**src/hdl/gps_stream_type_sniffer_defines.svh**
```systemverilog
// Assertion macros used by the sniffer top level.
// Depends on nothing; the including module supplies clk and rst_n.
`ifndef GPS_STREAM_TYPE_SNIFFER_DEFINES_SVH
`define GPS_STREAM_TYPE_SNIFFER_DEFINES_SVH

`ifndef ASSERT_OFF
`define ASSERT_CLK(label, prop, msg) \
  label: assert property (@(posedge clk) disable iff (!rst_n) prop) else $error(msg);
`define ASSERT_NEVER(label, cond, msg) \
  label: assert property (@(posedge clk) disable iff (!rst_n) !(cond)) else $error(msg);
`else
`define ASSERT_CLK(label, prop, msg)
`define ASSERT_NEVER(label, cond, msg)
`endif

`endif

```
**src/hdl/gss_pkg.sv**
```systemverilog
// Types and constants of the GPS stream type sniffer.
// Used by gss_matcher and gps_stream_type_sniffer; no dependencies.
`timescale 1ns / 1ps
`default_nettype none

package gss_pkg;

  typedef logic [2:0]  match_state_t;
  typedef logic [1:0]  verdict_t;
  typedef logic [11:0] count_t;

  typedef struct packed {
    match_state_t next_state;
    verdict_t     verdict;
  } match_res_t;

  localparam logic [7:0] BYTE_DLE    = 8'h10;
  localparam logic [7:0] BYTE_ETX    = 8'h03;
  localparam logic [7:0] BYTE_CR     = 8'h0D;
  localparam logic [7:0] BYTE_LF     = 8'h0A;
  localparam logic [7:0] BYTE_DOLLAR = 8'h24;
  localparam logic [7:0] BYTE_G      = 8'h47;
  localparam logic [7:0] BYTE_P      = 8'h50;

  localparam match_state_t ST_IDLE = 3'd0;
  localparam match_state_t ST_B1   = 3'd1;
  localparam match_state_t ST_B2   = 3'd2;
  localparam match_state_t ST_N1   = 3'd3;
  localparam match_state_t ST_N2   = 3'd4;
  localparam match_state_t ST_N3   = 3'd5;
  localparam match_state_t ST_N4   = 3'd6;

  localparam verdict_t V_HUNT = 2'd0;
  localparam verdict_t V_BIN  = 2'd1;
  localparam verdict_t V_NMEA = 2'd2;
  localparam verdict_t V_TIME = 2'd3;

  localparam count_t BUDGET_RESET = 12'd600;
  localparam count_t COUNT_MAX    = 12'hFFF;

endpackage

`default_nettype wire

```
**src/hdl/gss_matcher.sv**
```systemverilog
// Byte pattern matcher: one step of the binary / NMEA framing search.
// Purely combinational; depends on gss_pkg.
`timescale 1ns / 1ps
`default_nettype none

module gss_matcher (
  input  wire  gss_pkg::match_state_t state,
  input  wire  [7:0]                  rx_byte,
  output gss_pkg::match_res_t         res
);
  import gss_pkg::*;

  always_comb begin
    res.next_state = ST_IDLE;
    res.verdict    = V_HUNT;
    case (state)
      ST_B1: begin
        if (rx_byte == BYTE_ETX) res.next_state = ST_B2;
        else if (rx_byte == BYTE_CR) res.next_state = ST_N1;
      end
      ST_B2: begin
        if (rx_byte == BYTE_DLE) res.verdict = V_BIN;
        else if (rx_byte == BYTE_CR) res.next_state = ST_N1;
      end
      ST_N1: begin
        if (rx_byte == BYTE_DLE) res.next_state = ST_B1;
        else if (rx_byte == BYTE_LF) res.next_state = ST_N2;
      end
      ST_N2: begin
        if (rx_byte == BYTE_DLE) res.next_state = ST_B1;
        else if (rx_byte == BYTE_DOLLAR) res.next_state = ST_N3;
      end
      ST_N3: begin
        if (rx_byte == BYTE_DLE) res.next_state = ST_B1;
        else if (rx_byte inside {BYTE_G, BYTE_P}) res.next_state = ST_N4;
      end
      ST_N4: begin
        if (rx_byte == BYTE_DLE) res.next_state = ST_B1;
        else if (rx_byte inside {BYTE_G, BYTE_P}) res.verdict = V_NMEA;
      end
      default: begin
        if (rx_byte == BYTE_DLE) res.next_state = ST_B1;
        else if (rx_byte == BYTE_CR) res.next_state = ST_N1;
      end
    endcase
  end

endmodule

`default_nettype wire

```
**src/hdl/gps_stream_type_sniffer.sv**
```systemverilog
// Top level of the GPS stream type sniffer: state, budget counter, output buffer.
// Depends on gss_pkg, gss_matcher and gps_stream_type_sniffer_defines.svh.
`timescale 1ns / 1ps
`default_nettype none

// Takes one received serial byte per item and returns one verdict item per
// byte: 0 hunting, 1 binary DLE ETX DLE framing, 2 NMEA CR LF '$' plus two
// G/P letters, 3 byte budget used up. A verdict holds until a byte arrives
// with the restart flag (tuser) set, which clears the matcher, counter and
// verdict before that byte is examined. The budget register (reset 600) is
// written through cfg_wr_en / cfg_wr_data; the user must write it only while
// the block is idle, which the block does not enforce. The block sustains one
// item per cycle unless its two-entry output buffer is full, and that buffer
// keeps in_tready registered and independent of out_tready.
module gps_stream_type_sniffer (
  input  wire         clk,
  input  wire         rst_n,
  input  wire         cfg_wr_en,
  input  wire  [11:0] cfg_wr_data,   // byte_budget
  input  wire         in_tvalid,
  output logic        in_tready,
  input  wire  [7:0]  in_tdata,      // [7:0] rx_byte
  input  wire         in_tuser,      // [0] restart
  output logic        out_tvalid,
  input  wire         out_tready,
  output logic [7:0]  out_tdata      // [1:0] verdict, [7:2] zero
);
  import gss_pkg::*;

  `include "gps_stream_type_sniffer_defines.svh"

  count_t       budget_r;
  match_state_t state_r, state_nxt;
  count_t       seen_r, seen_nxt;
  verdict_t     held_r, held_nxt;

  verdict_t     out_r, skid_r;
  logic         out_valid_r, skid_valid_r;

  match_state_t state_eff;
  count_t       seen_eff;
  verdict_t     held_eff;
  match_res_t   mres;
  logic         in_accept, out_free;

  assign in_tready = !skid_valid_r;
  assign in_accept = in_tvalid && in_tready;
  assign out_free  = !out_valid_r || out_tready;

  assign state_eff = in_tuser ? ST_IDLE : state_r;
  assign seen_eff  = in_tuser ? '0 : seen_r;
  assign held_eff  = in_tuser ? V_HUNT : held_r;

  gss_matcher u_matcher (
    .state   (state_eff),
    .rx_byte (in_tdata),
    .res     (mres)
  );

  always_comb begin
    state_nxt = state_eff;
    seen_nxt  = seen_eff;
    held_nxt  = held_eff;
    if (held_eff == V_HUNT) begin
      state_nxt = mres.next_state;
      seen_nxt  = (seen_eff == COUNT_MAX) ? seen_eff : seen_eff + 12'd1;
      if (mres.verdict != V_HUNT) held_nxt = mres.verdict;
      else if (seen_nxt >= budget_r) held_nxt = V_TIME;
    end
  end

  always_ff @(posedge clk) begin
    if (!rst_n) begin
      budget_r     <= BUDGET_RESET;
      state_r      <= ST_IDLE;
      seen_r       <= '0;
      held_r       <= V_HUNT;
      out_valid_r  <= 1'b0;
      skid_valid_r <= 1'b0;
    end else begin
      if (cfg_wr_en) budget_r <= cfg_wr_data;
      if (in_accept) begin
        state_r <= state_nxt;
        seen_r  <= seen_nxt;
        held_r  <= held_nxt;
      end
      if (skid_valid_r) begin
        if (out_tready) begin
          out_r        <= skid_r;
          skid_valid_r <= 1'b0;
        end
      end else if (in_accept) begin
        if (out_free) begin
          out_r       <= held_nxt;
          out_valid_r <= 1'b1;
        end else begin
          skid_r       <= held_nxt;
          skid_valid_r <= 1'b1;
        end
      end else if (out_tready) begin
        out_valid_r <= 1'b0;
      end
    end
  end

  assign out_tvalid = out_valid_r;
  assign out_tdata  = {6'b0, out_r};

  `ASSERT_CLK(a_skid_needs_out, skid_valid_r |-> out_valid_r, "skid full with output empty")
  `ASSERT_CLK(a_idle_holds, !in_accept |=> ($stable(seen_r) && $stable(held_r)),
              "state moved without an item")
  `ASSERT_CLK(a_verdict_sticks,
              (in_accept && !in_tuser && held_r != V_HUNT) |=> (held_r == $past(held_r)),
              "held verdict changed without restart")
  `ASSERT_NEVER(a_state_code, state_r > ST_N4, "matcher in unused code")

endmodule

`default_nettype wire
```
**config.mk**
```make
export PLATFORM = sky130hd
export DESIGN_NAME = gps_stream_type_sniffer
export DESIGN_NICKNAME = d
export VERILOG_FILES = /design/src/hdl/gss_pkg.sv /design/src/hdl/gss_matcher.sv /design/src/hdl/gps_stream_type_sniffer.sv
export VERILOG_INCLUDE_DIRS = /design/src /design/src/hdl
export SDC_FILE = /design/constraint.sdc
export NUM_CORES = 1
export LEC_CHECK = 0
export BUFFER_PORTS_ARGS = -buffer_cell sky130_fd_sc_hd__clkbuf_2
export CELL_PAD_IN_SITES_DETAIL_PLACEMENT = 1
export CELL_PAD_IN_SITES_GLOBAL_PLACEMENT = 2
export CORE_AREA = 2 2 88 90
export DETAILED_ROUTE_END_ITERATION = 6
export DIE_AREA = 0 0 90 92
export GPL_ROUTABILITY_DRIVEN = 0
export PLACE_DENSITY = 0.78
export RECOVER_POWER = 25
export SLEW_MARGIN = 20
export SYNTH_ARGS = -nofsm -noshare
export SYNTH_HDL_FRONTEND = slang
export SYNTH_SLANG_ARGS = --single-unit
export TNS_END_PERCENT = 5
```
**constraint.sdc**
```tcl
create_clock -name clk -period 3.95 [get_ports clk]
set_input_delay 0 -clock clk [delete_from_list [all_inputs] [get_ports clk]]
set_output_delay 0 -clock clk [all_outputs]
set_load 0.01 [all_outputs]
```
Word level (Yosys, flattened, before mapping)

Cells that the tools add are included.

Bits in registers: 35
Bits of input ports: 26
Output and inout bits: 10
Logic and storage cells: 77

$add $sub $neg: 1
Order comparisons: 1
Equality and inequality tests: 16
Multiplexer cells: 36
Bitwise gates (word level): 2
Reduce and logical (&&, ||, !) cells: 13

Operator list:

| cell                  | number |
|---|---|
| $mux 12               | 3 |
| $mux 3                | 11 |
| $mux 2                | 11 |
| $pmux 3 s6            | 1 |
| $eq 8x4->1 const B    | 2 |
| $eq 8x7->1 const B    | 2 |
| $add 12x1->12 const B | 1 |
| $eq 12x12->1 const B  | 1 |
| $ge 12x12->1          | 1 |
| $reduce_bool 2->1     | 5 |
| $eq 3x3->1 const B    | 3 |
| $mux 1                | 9 |
| $eq 8x2->1 const B    | 1 |
| $eq 8x5->1 const B    | 1 |
| $eq 8x6->1 const B    | 1 |
| $reduce_and 4->1      | 2 |
| $eq 3x2->1 const B    | 2 |
| $pmux 2 s2            | 1 |
| $eq 3x1->1 const B    | 1 |
| $reduce_and 3->1      | 1 |
| $logic_not 1->1       | 2 |
| $logic_not 2->1       | 1 |
| $ne 2x1->1 const B    | 1 |
| $ne 2x2->1 const B    | 1 |
| other kinds (3)       | 4 |

Longest topological paths before layout

Word-level depth: 11
Gate-level depth with buffers: 17
Depth with buffers taken out: 13

By module

From an unflattened synthesis, not the netlist that was laid out.

Cells, all modules: 302
Area total of the unflattened synthesis: 2472.4 µm²

Modules (own cells, without submodules):

| module                  | times used | cells each | area an instance (µm²) | seq. area each (µm²) |
|---|---|---|---|---|
| gps_stream_type_sniffer | 1          | 274        | 2265.9                 | 740.7 |
| gss_matcher             | 1          | 28         | 206.4                  | 0.0 |

Least setup slack after synthesis

Ideal clock, no wire load.

Path kind: input -> register
From: input port in_tuser
To: register out_r[0] (data pin)
Library setup time: 0.268 ns
Arrival: 3.137 ns
Data required time: 3.682 ns
Slack: 0.546 ns
Cell stages on the path: 16
Buffers on the path: 3
Path through: buf_2 clkbuf_1 nor2b_1 ha_1 buf_2 nand3b_1 or4_4 o2111ai_1 xor2_1 nor2_1 ha_1 nor2_1 nor3_1 a221o_1 o31ai_1 a21oi_1

Longest elaborated chain between the ends: 10
Elaborated cells between the ends (all ways): 18
Classes of those cells: add/sub: 1; order compare: 1; eq/ne: 3; mux: 11; reduce/logical: 2

RTL lines:

| element                                       | line                          | source |
|---|---|---|
| start: declaration                            | gps_stream_type_sniffer.sv:23 | `input wire in_tuser,` |
| $mux 12                                       | gps_stream_type_sniffer.sv:51 | `assign seen_eff = in_tuser ? '0 : seen_r;` |
| $add 12x1->12 or $eq 12x12->1 (tied branches) | gps_stream_type_sniffer.sv:66 | `seen_nxt = (seen_eff == COUNT_MAX) ? seen_eff : seen_eff + 12'd1;` |
| $mux 12                                       | gps_stream_type_sniffer.sv:66 |  |
| $ge 12x12->1                                  | gps_stream_type_sniffer.sv:68 | `else if (seen_nxt >= budget_r) held_nxt = V_TIME;` |
| $mux 2                                        | gps_stream_type_sniffer.sv:68 |  |
| $mux 2                                        | gps_stream_type_sniffer.sv:67 | `if (mres.verdict != V_HUNT) held_nxt = mres.verdict;` |
| $mux 2 (*)                                    | gps_stream_type_sniffer.sv:64 | `if (held_eff == V_HUNT) begin` |
| $mux 2 (*)                                    | gps_stream_type_sniffer.sv:93 | `if (out_free) begin` |
| $mux 2 (*)                                    | gps_stream_type_sniffer.sv:92 | `end else if (in_accept) begin` |
| $mux 2 (*)                                    | gps_stream_type_sniffer.sv:87 | `if (skid_valid_r) begin` |
| end signal: assignment                        | gps_stream_type_sniffer.sv:89 | `out_r <= skid_r;` |
| end signal: assignment                        | gps_stream_type_sniffer.sv:94 | `out_r <= held_nxt;` |
| end: declaration                              | gps_stream_type_sniffer.sv:37 | `verdict_t out_r, skid_r;` |

Every way passes the cells marked *; elsewhere a longest branch is shown, timed or not. The select of a mux whose other input is x is not followed.
A chain may end at the register's enable or synchronous reset.

Worst setup path after layout

From: register seen_r[0]
To: register out_r[0] (data pin)

Longest elaborated chain between the ends: 10
Elaborated cells between the ends (all ways): 11
Classes of those cells: add/sub: 1; order compare: 1; eq/ne: 1; mux: 8

RTL lines:

| element                                       | line                          | source |
|---|---|---|
| start: declaration                            | gps_stream_type_sniffer.sv:34 | `count_t seen_r, seen_nxt;` |
| start signal: assignment                      | gps_stream_type_sniffer.sv:84 | `seen_r <= seen_nxt;` |
| $mux 12 (*)                                   | gps_stream_type_sniffer.sv:51 |  |
| $add 12x1->12 or $eq 12x12->1 (tied branches) | gps_stream_type_sniffer.sv:66 |  |
| $mux 12 (*)                                   | gps_stream_type_sniffer.sv:66 |  |
| $ge 12x12->1 (*)                              | gps_stream_type_sniffer.sv:68 |  |
| $mux 2 (*)                                    | gps_stream_type_sniffer.sv:68 |  |
| $mux 2 (*)                                    | gps_stream_type_sniffer.sv:67 |  |
| $mux 2 (*)                                    | gps_stream_type_sniffer.sv:64 |  |
| $mux 2 (*)                                    | gps_stream_type_sniffer.sv:93 |  |
| $mux 2 (*)                                    | gps_stream_type_sniffer.sv:92 |  |
| $mux 2 (*)                                    | gps_stream_type_sniffer.sv:87 |  |

Marks and branches as above.

==> impl_metrics.toml <==
[placed_design]
dpl_cell_area_mm2 = 0.002675
hpwl_mm = 4.857
port_buffers = 29
dp.cells = 419

[die]
die_h_um = 92
rows = 32
core_mm2 = 0.007447
ios = 36
die_w_um = 90
dieArea_mm2 = 0.008280
start_util_pct = 32.91

[logic_synthesis]
ys_warn_count = 0
synth_cell_type_count = 54
avgSynthCellArea_um2 = 8.170
async_reset_ff_share_pct = 0
ys_seq_area_share_pct = 30.22
synth-seq-cells = 35
synthesis.area_mm2 = 0.002451
synth_cells = 300
ys.flop_type = "dfxtp_1"
synth_edf_count = 4

[critical_path]
startpoint = "seen_r[0]$_SDFFE_PN0P_"
crit_type = "reg2reg"
r2r-end = "out_r[0]$_DFFE_PP_"
crit_chain = "nor2b_1, ha_1, nand3b_1, or4_4, o2111ai_1, xor2_1, nor2_1, ha_1, nor2_1, nor3_1, a221o_1, o31ai_1, a21oi_1"
critPathCaptureType = "register"
critical_path.max_stage_delay_ns = 0.49
worstPathArrival_ns = 3.63
crit_family = "compound AO/OA/AOI/OAI gates"
r2r_start = "seen_r[0]$_SDFFE_PN0P_"
r2r_slack_ns = 0.35
cp_slowest_cell = "or4_4"
required_ns = 3.98
cp_num_buf_inv = 0
start_kind = "register"
cp.depth = 13
reg2reg_depth = 13
path_max_fanout = 5

[final_layout]
final_cells = 439
drive_above_1_share_pct = 14.84
fin_nets = 375
finalCoreUtilization_pct = 38.59
final_cell_mix = "31 x dfxtp_1, 25 x nor2_1, 25 x clkbuf_2"
layout_commonest_cell = "dfxtp_1"
area_delta_synth_final_pct = 17.25
seqCellArea_um2 = 740.7
design_area_mm2 = 0.002874
num_antenna_cells = 0
fillers = 937
multi_input_area_mm2 = 0.001553

[clock_network]
cts.clk_slew.worst_paths_ns = 0.07
cts_made_buffers = 5
cts_tree = "yes"
htreeDepth = 2
clock_sinks = 35
clk_latency_ns = 0.28
post_cts_buffers = 0
root_buffer = "clkbuf_8"
clockBufferDepth = 2

[sta]
fin_hold_ws_ns = 0.07360
rsz0062_at_grt = "no"
fin_crit_sh_pct = 91.14
max_slew.worst_pin.slew_ns = 0.7748
finalMaxSlewViolations = 0
min_period_ns = 3.600
setup_violations = 0
clock.fmax_ghz = 0.2778
maxSlewHeadroom_pct = 48.34
hold_violations = 0
setup_tns_ns = 0
finalClockSkew_ns = 0.002885

[global_routing]
antenna_found_initial = 0
grt_max_degree = 23
grt_overflow = 0
grt_pass1_wl_mm = 11.34
first_global_vias = 2313
grt_use_total_pct = 16.71

[route]
drt_wl_total_mm = 6.656
drt_iter0_drc = 75
wl_per_cell_um = 15.16
viasPerCell = 5.264
vias = 2311
ant_nets = 0
drt_drc_violations_left = 0
drt-pass1-iter-count = 4

[worst_hold_path]
hold_end = "skid_valid_r$_SDFF_PN0_"
hold_depth = 3
min_from = "out_tready"
hold_path_class = "in2reg"

[flow_run]
maxCapViolations = 0

[run_status]
status = "finished clean"

[power_and_ir_drop]
p_leak_nw = 1.199
ir_drop_mv = 0.1104
powerDensity_mw_per_mm2 = 265.8
## cell type report
cell class                      instances  area share (%)
Clock inverter                          3          0.5224
Multi-Input combinational cell        230           54.03
Inverter                               17           2.220
Clock buffer                            5           2.394
Sequential cell                        35           25.77
Timing Repair Buffer                   47           10.62
Tap cell                              102           4.441
## timing repair
item	CTS	global route
hold endpoints to repair	12	0
resized for setup	0	0
hold buffers	12	0
## sequential cells by signal, summed over array words and instances, names as in the netlist
name and flops:
out_tvalid 1, budget_r 12, held_r 2, state_r 3, seen_r 12, out_r 2
skid_valid_r 1, skid_r 2
## synthesized netlist by cell type, drive strengths merged, types with 3 or more instances
cell type	n	area, um^2
nor4	5	61.31
xnor2	7	61.31
xor2	4	35.03
nor2	25	93.84
o21ai	18	90.09
mux2i	9	90.09
and3	7	43.79
a311oi	4	35.03
nor4b	3	26.28
o211ai	5	37.54
buf	12	71.31
nand4	6	37.54
dfxtp	31	620.6
o2111ai	5	43.79
nor2b	12	75.07
nand2	23	86.33
inv	17	63.81
ha	13	162.7
a31oi	7	43.79
clkbuf	11	41.29
o21a	3	22.52
a41oi	3	26.28
a21o	5	37.54
nor3	6	30.03
edfxtp	4	120.1
a31o	3	26.28
a21oi	13	65.06
nand3	12	77.58
## layer usage
metal  wire length, um  vias to the layer above  global-route usage (%)
li1                  -                     1159                       -
met1              3227                     1115                   22.86
met2              3211                       33                   27.69
met3               141                        4                   1.972
met4                76                        0                   5.000
met5                 0                        -                       0
## cell families (layout without fill, tap and decap cells)
group	Yosys count	count (layout)	share of synthesized area [%]
AND/OR/NAND/NOR	114	114	26.54
multiplexers	11	11	4.594
flip-flops	35	35	30.22
AO/OA/AOI/OAI	75	75	20.73
XOR/XNOR	11	11	3.930
buffers and inverters	40	72	7.197
adder cells (fa/ha/maj)	13	13	6.636
other	1	6	0.1530
## worst max-delay path by stage
stage | end | slack (ns)
detailed placement | out_r[0]$_DFFE_PP_ | 0.36
global route | out_r[0]$_DFFE_PP_ | 0.02
floorplan | out_r[0]$_DFFE_PP_ | 0.55
global placement | out_r[0]$_DFFE_PP_ | 0.48
finish | out_r[0]$_DFFE_PP_ | 0.35
CTS | out_r[0]$_DFFE_PP_ | 0.33
## per-stage QoR
stage               worst slack [ns]  power, mW
global placement              0.4796     0.5088
floorplan                     0.5456     0.4739
detailed placement            0.3625     0.5115
finish                        0.3500     0.7640
global route                 0.01681     0.8114
CTS                           0.3318     0.7792
## worst register-to-register path: stages (launching register included)
cell,delay [ns]
dfxtp_1,0.37
nor2b_1,0.27
ha_1,0.24
nand3b_1,0.17
or4_4,0.49
o2111ai_1,0.28
xor2_1,0.18
nor2_1,0.06
ha_1,0.27
nor2_1,0.09
nor3_1,0.06
a221o_1,0.38
o31ai_1,0.39
a21oi_1,0.12
## where the power goes
group / internal (mW) / switching (mW)
registers: 0.375 / 0.0137
logic: 0.0527 / 0.0707
clock network: 0.121 / 0.132
total: 0.548 / 0.216
Power figures use the tool's default switching activity.
